File: config.mk
export PLATFORM = sky130hd
export DESIGN_NAME = counting_sort_engine_unit
export DESIGN_NICKNAME = d
export VERILOG_FILES = /design/src/rtl/cse_pkg.sv /design/src/rtl/cse_count_ram.sv /design/src/rtl/counting_sort_engine_unit.sv
export VERILOG_INCLUDE_DIRS = /design/src /design/src/rtl
export SDC_FILE = /design/constraint.sdc
export NUM_CORES = 2
export LEC_CHECK = 0
export ABC_CLOCK_PERIOD_IN_PS = 8600
export BUFFER_PORTS_ARGS = -buffer_cell sky130_fd_sc_hd__buf_4
export CORE_MARGIN = 1
export CORE_UTILIZATION = 55
export DETAILED_ROUTE_END_ITERATION = 10
export GPL_TIMING_DRIVEN = 0
export PLACE_DENSITY_LB_ADDON = 0.3
export SYNTH_ARGS = -nofsm -noshare
export SYNTH_HDL_FRONTEND = slang
export SYNTH_HIERARCHICAL = 1
export SYNTH_SLANG_ARGS = --single-unit
File: constraint.sdc
create_clock -name clk -period 8.6 [get_ports clk]
set_input_delay 0.43 -clock clk [delete_from_list [all_inputs] [get_ports clk]]
set_output_delay 0.43 -clock clk [all_outputs]
set_load 0.01 [all_outputs]
File: src/rtl/counting_sort_engine_unit_defines.svh
// ----------------------------------------------------------------------------
// counting_sort_engine_unit_defines.svh
// Assertion macros used by the counting sort engine unit.
// ----------------------------------------------------------------------------
`ifndef COUNTING_SORT_ENGINE_UNIT_DEFINES_SVH
`define COUNTING_SORT_ENGINE_UNIT_DEFINES_SVH

// implication checked on every clock edge outside reset
`define CSE_ASSERT_IMP(label, clk, rstn, ante, cons) \
    label: assert property (@(posedge clk) disable iff (!rstn) (ante) |-> (cons)) \
        else $error("counting sort engine check failed");

// condition that must hold on every clock edge outside reset
`define CSE_ASSERT_ALWAYS(label, clk, rstn, cond) \
    `CSE_ASSERT_IMP(label, clk, rstn, 1'b1, cond)

`endif

File: src/rtl/cse_pkg.sv
// ----------------------------------------------------------------------------
// cse_pkg
// Widths and types shared by the counting sort engine.
// ----------------------------------------------------------------------------
package cse_pkg;

    localparam int VALUE_W = 16;
    localparam int COUNT_W = 7;
    localparam int KEPT_W  = 7;

    typedef logic [COUNT_W-1:0] count_t;
    typedef logic [VALUE_W-1:0] value_t;

endpackage

File: src/rtl/cse_count_ram.sv
// ----------------------------------------------------------------------------
// cse_count_ram
// Bucket count store: one write port, one read port, registered read data.
// ----------------------------------------------------------------------------
module cse_count_ram
    import cse_pkg::*;
#(
    parameter int DEPTH = 256,
    localparam int AW = $clog2(DEPTH)
)
(
    input  logic          clk,
    input  logic          we,
    input  logic [AW-1:0] waddr,
    input  count_t        wdata,
    input  logic [AW-1:0] raddr,
    output count_t        rdata
);

    count_t mem [DEPTH];
    count_t rdata_reg;

    always_ff @(posedge clk)
    begin
        if (we)
        begin
            mem[waddr] <= wdata;
        end
        rdata_reg <= mem[raddr];
    end

    assign rdata = rdata_reg;

endmodule

File: src/rtl/counting_sort_engine_unit.sv
// ----------------------------------------------------------------------------
// counting_sort_engine_unit
// Counting sort over the window [min_value, min_value+BUCKETS-1].
//
//  channel   signals                                   handshake
//  command   start, value, last_item                   start & !busy
//  config    cfg_valid, cfg_data                       cfg_valid & cfg_ready
//  result    res_valid, sorted_value, last,            res_valid, one cycle
//            empty_res, overflow
//
// A kept value takes a count read and a count write; a dropped one no write.
// The marked beat then scans buckets from zero (read, check), emitting one
// result per kept item and stopping at the final result; busy stays high.
// After reset a clearing pass over all BUCKETS entries holds busy high.
// Results cannot be stalled; each stands for exactly one cycle.
// ----------------------------------------------------------------------------
`include "counting_sort_engine_unit_defines.svh"

module counting_sort_engine_unit
    import cse_pkg::*;
#(
    parameter int BUCKETS   = 256,
    parameter int MAX_ITEMS = 64
)
(
    input  logic               clk,
    input  logic               rst_n,
    input  logic               start,
    output logic               busy,
    input  logic signed [15:0] value,
    input  logic               last_item,
    input  logic               cfg_valid,
    output logic               cfg_ready,
    input  logic signed [15:0] cfg_data,
    output logic               res_valid,
    output logic signed [15:0] sorted_value,
    output logic               last,
    output logic               empty_res,
    output logic               overflow
);

    localparam int BW = $clog2(BUCKETS);
    localparam logic [BW-1:0]     LAST_IDX = BW'(BUCKETS - 1);
    localparam logic [KEPT_W-1:0] MAX_K    = KEPT_W'(MAX_ITEMS);
    localparam logic [16:0]       BUCKETS_W = 17'(BUCKETS);

    typedef enum logic [2:0] {
        S_CLEAR,
        S_IDLE,
        S_INC,
        S_SCAN_RD,
        S_SCAN_CHK,
        S_EMIT
    } state_t;

    state_t            state_reg;
    value_t            min_reg;
    logic [BW-1:0]     idx_reg;
    logic [KEPT_W-1:0] kept_reg;
    logic [KEPT_W-1:0] rem_reg;
    count_t            cnt_reg;
    logic              dropped_reg;
    logic              last_pend_reg;
    logic              res_valid_reg;
    value_t            sorted_reg;
    logic              last_reg;
    logic              empty_reg;
    logic              overflow_reg;

    logic [16:0]   off;
    logic          in_win;
    logic          hit;
    logic          accept;
    logic          ram_we;
    logic [BW-1:0] ram_waddr;
    count_t        ram_wdata;
    logic [BW-1:0] ram_raddr;
    count_t        ram_rdata;

    assign off    = {value[15], value} - {min_reg[15], min_reg};
    assign in_win = !off[16] && (off < BUCKETS_W);
    assign hit    = in_win && (kept_reg < MAX_K);
    assign accept = start && (state_reg == S_IDLE);

    always_comb
    begin
        ram_we    = 1'b0;
        ram_waddr = idx_reg;
        ram_wdata = '0;
        ram_raddr = idx_reg;
        unique case (state_reg)
            S_CLEAR:    ram_we = 1'b1;
            S_IDLE:     ram_raddr = off[BW-1:0];
            S_INC:
            begin
                ram_we    = 1'b1;
                ram_wdata = ram_rdata + COUNT_W'(1);
            end
            S_SCAN_RD:  ram_we = 1'b0;
            S_SCAN_CHK: ram_we = (ram_rdata != '0);
            S_EMIT:     ram_we = 1'b0;
            default:    ram_we = 1'b0;
        endcase
    end

    cse_count_ram #(
        .DEPTH (BUCKETS)
    ) u_ram (
        .clk   (clk),
        .we    (ram_we),
        .waddr (ram_waddr),
        .wdata (ram_wdata),
        .raddr (ram_raddr),
        .rdata (ram_rdata)
    );

    always_ff @(posedge clk or negedge rst_n)
    begin
        if (!rst_n)
        begin
            state_reg     <= S_CLEAR;
            min_reg       <= '0;
            idx_reg       <= '0;
            kept_reg      <= '0;
            rem_reg       <= '0;
            cnt_reg       <= '0;
            dropped_reg   <= 1'b0;
            last_pend_reg <= 1'b0;
            res_valid_reg <= 1'b0;
            sorted_reg    <= '0;
            last_reg      <= 1'b0;
            empty_reg     <= 1'b0;
            overflow_reg  <= 1'b0;
        end
        else
        begin
            res_valid_reg <= 1'b0;
            if (cfg_valid && cfg_ready)
            begin
                min_reg <= cfg_data;
            end
            unique case (state_reg)
                S_CLEAR:
                begin
                    idx_reg <= idx_reg + BW'(1);
                    if (idx_reg == LAST_IDX)
                    begin
                        idx_reg   <= '0;
                        state_reg <= S_IDLE;
                    end
                end
                S_IDLE:
                begin
                    if (accept)
                    begin
                        last_pend_reg <= last_item;
                        if (hit)
                        begin
                            idx_reg   <= off[BW-1:0];
                            kept_reg  <= kept_reg + KEPT_W'(1);
                            state_reg <= S_INC;
                        end
                        else
                        begin
                            dropped_reg <= 1'b1;
                            if (last_item)
                            begin
                                if (kept_reg == '0)
                                begin
                                    res_valid_reg <= 1'b1;
                                    sorted_reg    <= '0;
                                    last_reg      <= 1'b1;
                                    empty_reg     <= 1'b1;
                                    overflow_reg  <= 1'b1;
                                    dropped_reg   <= 1'b0;
                                end
                                else
                                begin
                                    idx_reg   <= '0;
                                    rem_reg   <= kept_reg;
                                    state_reg <= S_SCAN_RD;
                                end
                            end
                        end
                    end
                end
                S_INC:
                begin
                    if (last_pend_reg)
                    begin
                        idx_reg   <= '0;
                        rem_reg   <= kept_reg;
                        state_reg <= S_SCAN_RD;
                    end
                    else
                    begin
                        state_reg <= S_IDLE;
                    end
                end
                S_SCAN_RD:
                begin
                    state_reg <= S_SCAN_CHK;
                end
                S_SCAN_CHK:
                begin
                    if (ram_rdata == '0)
                    begin
                        idx_reg   <= idx_reg + BW'(1);
                        state_reg <= S_SCAN_RD;
                    end
                    else
                    begin
                        cnt_reg   <= ram_rdata;
                        state_reg <= S_EMIT;
                    end
                end
                S_EMIT:
                begin
                    res_valid_reg <= 1'b1;
                    sorted_reg    <= min_reg + VALUE_W'(idx_reg);
                    last_reg      <= (rem_reg == KEPT_W'(1));
                    empty_reg     <= 1'b0;
                    overflow_reg  <= (rem_reg == KEPT_W'(1)) && dropped_reg;
                    rem_reg       <= rem_reg - KEPT_W'(1);
                    cnt_reg       <= cnt_reg - COUNT_W'(1);
                    if (rem_reg == KEPT_W'(1))
                    begin
                        kept_reg    <= '0;
                        dropped_reg <= 1'b0;
                        state_reg   <= S_IDLE;
                    end
                    else if (cnt_reg == COUNT_W'(1))
                    begin
                        idx_reg   <= idx_reg + BW'(1);
                        state_reg <= S_SCAN_RD;
                    end
                end
                default:
                begin
                    state_reg <= S_IDLE;
                end
            endcase
        end
    end

    assign busy         = (state_reg != S_IDLE);
    assign cfg_ready    = (state_reg == S_IDLE);
    assign res_valid    = res_valid_reg;
    assign sorted_value = sorted_reg;
    assign last         = last_reg;
    assign empty_res    = empty_reg;
    assign overflow     = overflow_reg;

    `CSE_ASSERT_IMP(a_final_frees, clk, rst_n, res_valid && last, !busy)
    `CSE_ASSERT_IMP(a_empty_final, clk, rst_n, res_valid && empty_res, last)
    `CSE_ASSERT_IMP(a_ovf_final, clk, rst_n, res_valid && overflow, last)
    `CSE_ASSERT_ALWAYS(a_kept_cap, clk, rst_n, kept_reg <= MAX_K)
    `CSE_ASSERT_IMP(a_emit_left, clk, rst_n, state_reg == S_EMIT, rem_reg != '0)

endmodule
==> results.json <==
{
  "required_ns": 9.23,
  "leakagePower_nw": 27.02,
  "syn_area_mm2": 0.07523,
  "vias": 41940,
  "drive_gt1_frac": 0.2053,
  "cts_made_buffers": 183,
  "setup-tns-final_ns": 0,
  "clkSinkCount": 1869,
  "first_iter_violations": 7075,
  "clock_path_buffers": 3,
  "status": "complete, no violations",
  "worstHoldPathType": "in2reg",
  "worstPathArrival_ns": 7.55,
  "startpoint": "state_reg[0]",
  "synth_edf_count": 1792,
  "ios": 59,
  "ys_async_sr_fraction": 0.03745,
  "grt_usage": 0.3079,
  "post_drt_via_cell_ratio": 6.761,
  "pre_cts_ws_ns": 2.228,
  "finalSetupViolations": 0,
  "post_drt_wl_per_cell_um": 33.79,
  "first_pass_iters": 8,
  "place_congestion": 1.013,
  "cts_tree": "built",
  "netlist_top_cells_area": "edfxtp_1 72%, mux4_2 11%, dfrtp_1 2.3%",
  "root_buffer": "clkbuf_16",
  "dieArea_mm2": 0.1383,
  "hold_violations": 0,
  "ant_nets": 0,
  "layout_setup_ws_ns": 1.687,
  "synth_top_area_cell": "edfxtp_1",
  "antenna_found_initial": 6,
  "synth_cell_types": 82,
  "slew_violations": 0,
  "ys.flop_type": "edfxtp_1",
  "syn_to_final_growth_pct": 12.69,
  "drc": 0,
  "core.rowCount": 135,
  "seq_area_frac_synth": 0.7405,
  "fmax_ghz": 0.1447,
  "hp-start": "cfg_valid",
  "syn_avg_cell_area_um2": 18.97,
  "dp_hpwl_um": 142700,
  "grt-ovfl-total": 0,
  "netlist_instances": 3966,
  "grt_pass1_wl_um": 295400,
  "p_per_area_mw_per_mm2": 381.5,
  "cts_hold_buf": 20,
  "grt_max_degree": 71,
  "die_y_um": 371.8,
  "routed_wirelength_um": 209600,
  "clk_pin_slew_ns": 0.06,
  "post_cts_buffers": 0,
  "ys_warn_count": 6,
  "rsz0062_at_grt": "false",
  "syn_nets": 4038,
  "min_period_over_period": 0.8038,
  "start_util": 0.5546,
  "start_kind": "flop",
  "maxCapViolations": 0,
  "nNetsFinal": 4345,
  "clock_skew_ns": 0.02739,
  "cp_max_fo": 10,
  "tightest_slew_ns": 1.430,
  "end_kind": "flop",
  "ir_drop_v": 0.0002903,
  "grt_pass1_vias": 40790,
  "post-route-min-period_ns": 6.913,
  "slew_headroom": 0.04667,
  "htreeDepth": 4,
  "clock_latency_ns": 0.82,
  "die_w_um": 371.8,
  "core_area_mm2": 0.1356,
  "yosys_register_bits": 1869,
  "io_buffers": 58,
  "largest_register_ffs": 1792,
  "postCtsResizedCells": 0,
  "r2r_start": "state_reg[0]",
  "yosysTopAreaCellShare": 0.7153,
  "holdWs_ns": 0.1349,
  "path_class": "reg2reg"
}
power by group:
part | total [mW] | internal (mW) | switching, mW | leakage, nW
Combinational | 14.1 | 5.19 | 8.89 | 7.02
Clock | 7.65 | 4.29 | 3.36 | 2.75
Sequential | 10.6 | 10.4 | 0.178 | 17.2
Total | 32.3 | 19.9 | 12.4 | 27.0
cell usage in the layout (no fill, tap or decap), types with 12 or more instances in the layout:
| cell | n |
|---|---|
| a221oi_1 | 24 |
| a21oi_1 | 79 |
| buf_12 | 45 |
| dfrtp_1 | 70 |
| edfxtp_1 | 1792 |
| clkbuf_16 | 186 |
| o2111ai_1 | 14 |
| a22oi_1 | 65 |
| xnor2_1 | 18 |
| nand2_1 | 135 |
| nand3_1 | 69 |
| nor2b_1 | 26 |
| clkinv_2 | 30 |
| dlygate4sd3_1 | 20 |
| buf_4 | 79 |
| buf_2 | 48 |
| o21ai_0 | 50 |
| mux4_2 | 380 |
| ha_1 | 33 |
| a2111oi_0 | 12 |
| a21o_1 | 16 |
| clkbuf_1 | 137 |
| clkinv_1 | 34 |
| inv_1 | 43 |
| nand2b_1 | 24 |
| a22o_1 | 33 |
| clkbuf_2 | 18 |
| o22ai_1 | 71 |
| nor2_1 | 334 |
| buf_6 | 23 |
| nor3_1 | 55 |
| nor4_1 | 38 |
| mux2i_1 | 160 |
worst max-delay path, cell delays in order (launching register included):
cell	delay [ns]
dfrtp_1	0.35
clkbuf_1	0.18
nand2b_1	0.20
nand2b_1	0.13
clkbuf_1	0.44
buf_1	0.43
nand2_1	0.09
o21ai_0	0.08
buf_2	0.44
buf_2	0.52
buf_1	0.92
clkbuf_1	0.74
nor2_1	0.14
nor4_1	0.95
nor3_1	0.29
nor4_1	0.82
cells in the mapped netlist (all sizes together) (14+ instances only):
| cell | n |
|---|---|
| a2111oi | 19 |
| a21o | 16 |
| a21oi | 82 |
| a221oi | 24 |
| a22o | 33 |
| a22oi | 65 |
| buf | 120 |
| clkbuf | 105 |
| dfrtp | 70 |
| edfxtp | 1792 |
| ha | 33 |
| inv | 44 |
| mux2i | 160 |
| mux4 | 390 |
| nand2 | 136 |
| nand2b | 24 |
| nand3 | 69 |
| nor2 | 341 |
| nor2b | 26 |
| nor3 | 55 |
| nor4 | 40 |
| o2111ai | 14 |
| o21ai | 58 |
| o22ai | 76 |
| xnor2 | 18 |
layer usage:
metal  global-route usage  vias up  routed length [um]
met1               0.4196    21570               75150
met5                    0        -                  43
met2               0.4640     2969               95800
met3              0.08714      572               27570
li1                     -    16820                   -
met4               0.1435        8               11050
final cells by class:
cell class	count	area [um^2]
Sequential cell	1869	55700
Fill cell	9197	50860
Multi-Input combinational cell	1828	17950
Clock buffer	238	4870
Tap cell	1781	2228
Timing Repair Buffer	122	1592
Buffer	225	1481
Clock inverter	92	774.5
Inverter	44	165.2
Antenna cell	4	10.01
cells by family after synthesis:
group,count (synthesis),share of synthesized area
DFF,1869,0.7405
and+or+nand+nor,746,0.04499
muxes,561,0.1402
AOI/OAI and AO/OA,458,0.04343
buffers and inverters,269,0.02162
adders and majority gates,35,0.006021
xor gates and xnor gates,28,0.003260
path summary, 6_finish.rpt:
| path | cells past startpoint | end | slack [ns] |
|---|---|---|---|
| max | 15 | u_ram/rdata[3] | 1.69 |
| min | 3 | min_reg[0] | 0.13 |
| max reg2reg | 15 | u_ram/rdata[3] | 1.69 |
| min reg2reg | 1 | cnt_reg[6] | 0.51 |
| max in group asynchronous | 2 | rem_reg[3] | 7.65 |
| min in group asynchronous | 2 | min_reg[0] | 0.35 |
per-stage QoR:
| stage | total power, mW | std cells | area (um^2) | util |
|---|---|---|---|---|
| floorplan | 19.24 | 3966 | 75230 | - |
| global placement | 24.41 | 5805 | 77890 | 0.5743 |
| detailed placement | 24.45 | 5849 | 78920 | 0.5818 |
| CTS | 32.04 | 6199 | 84760 | 0.6249 |
| global route | 33.04 | 6199 | 84760 | 0.6249 |
| finish | 32.34 | 6203 | 84770 | 0.6250 |
(Power assumes the default switching activity.)
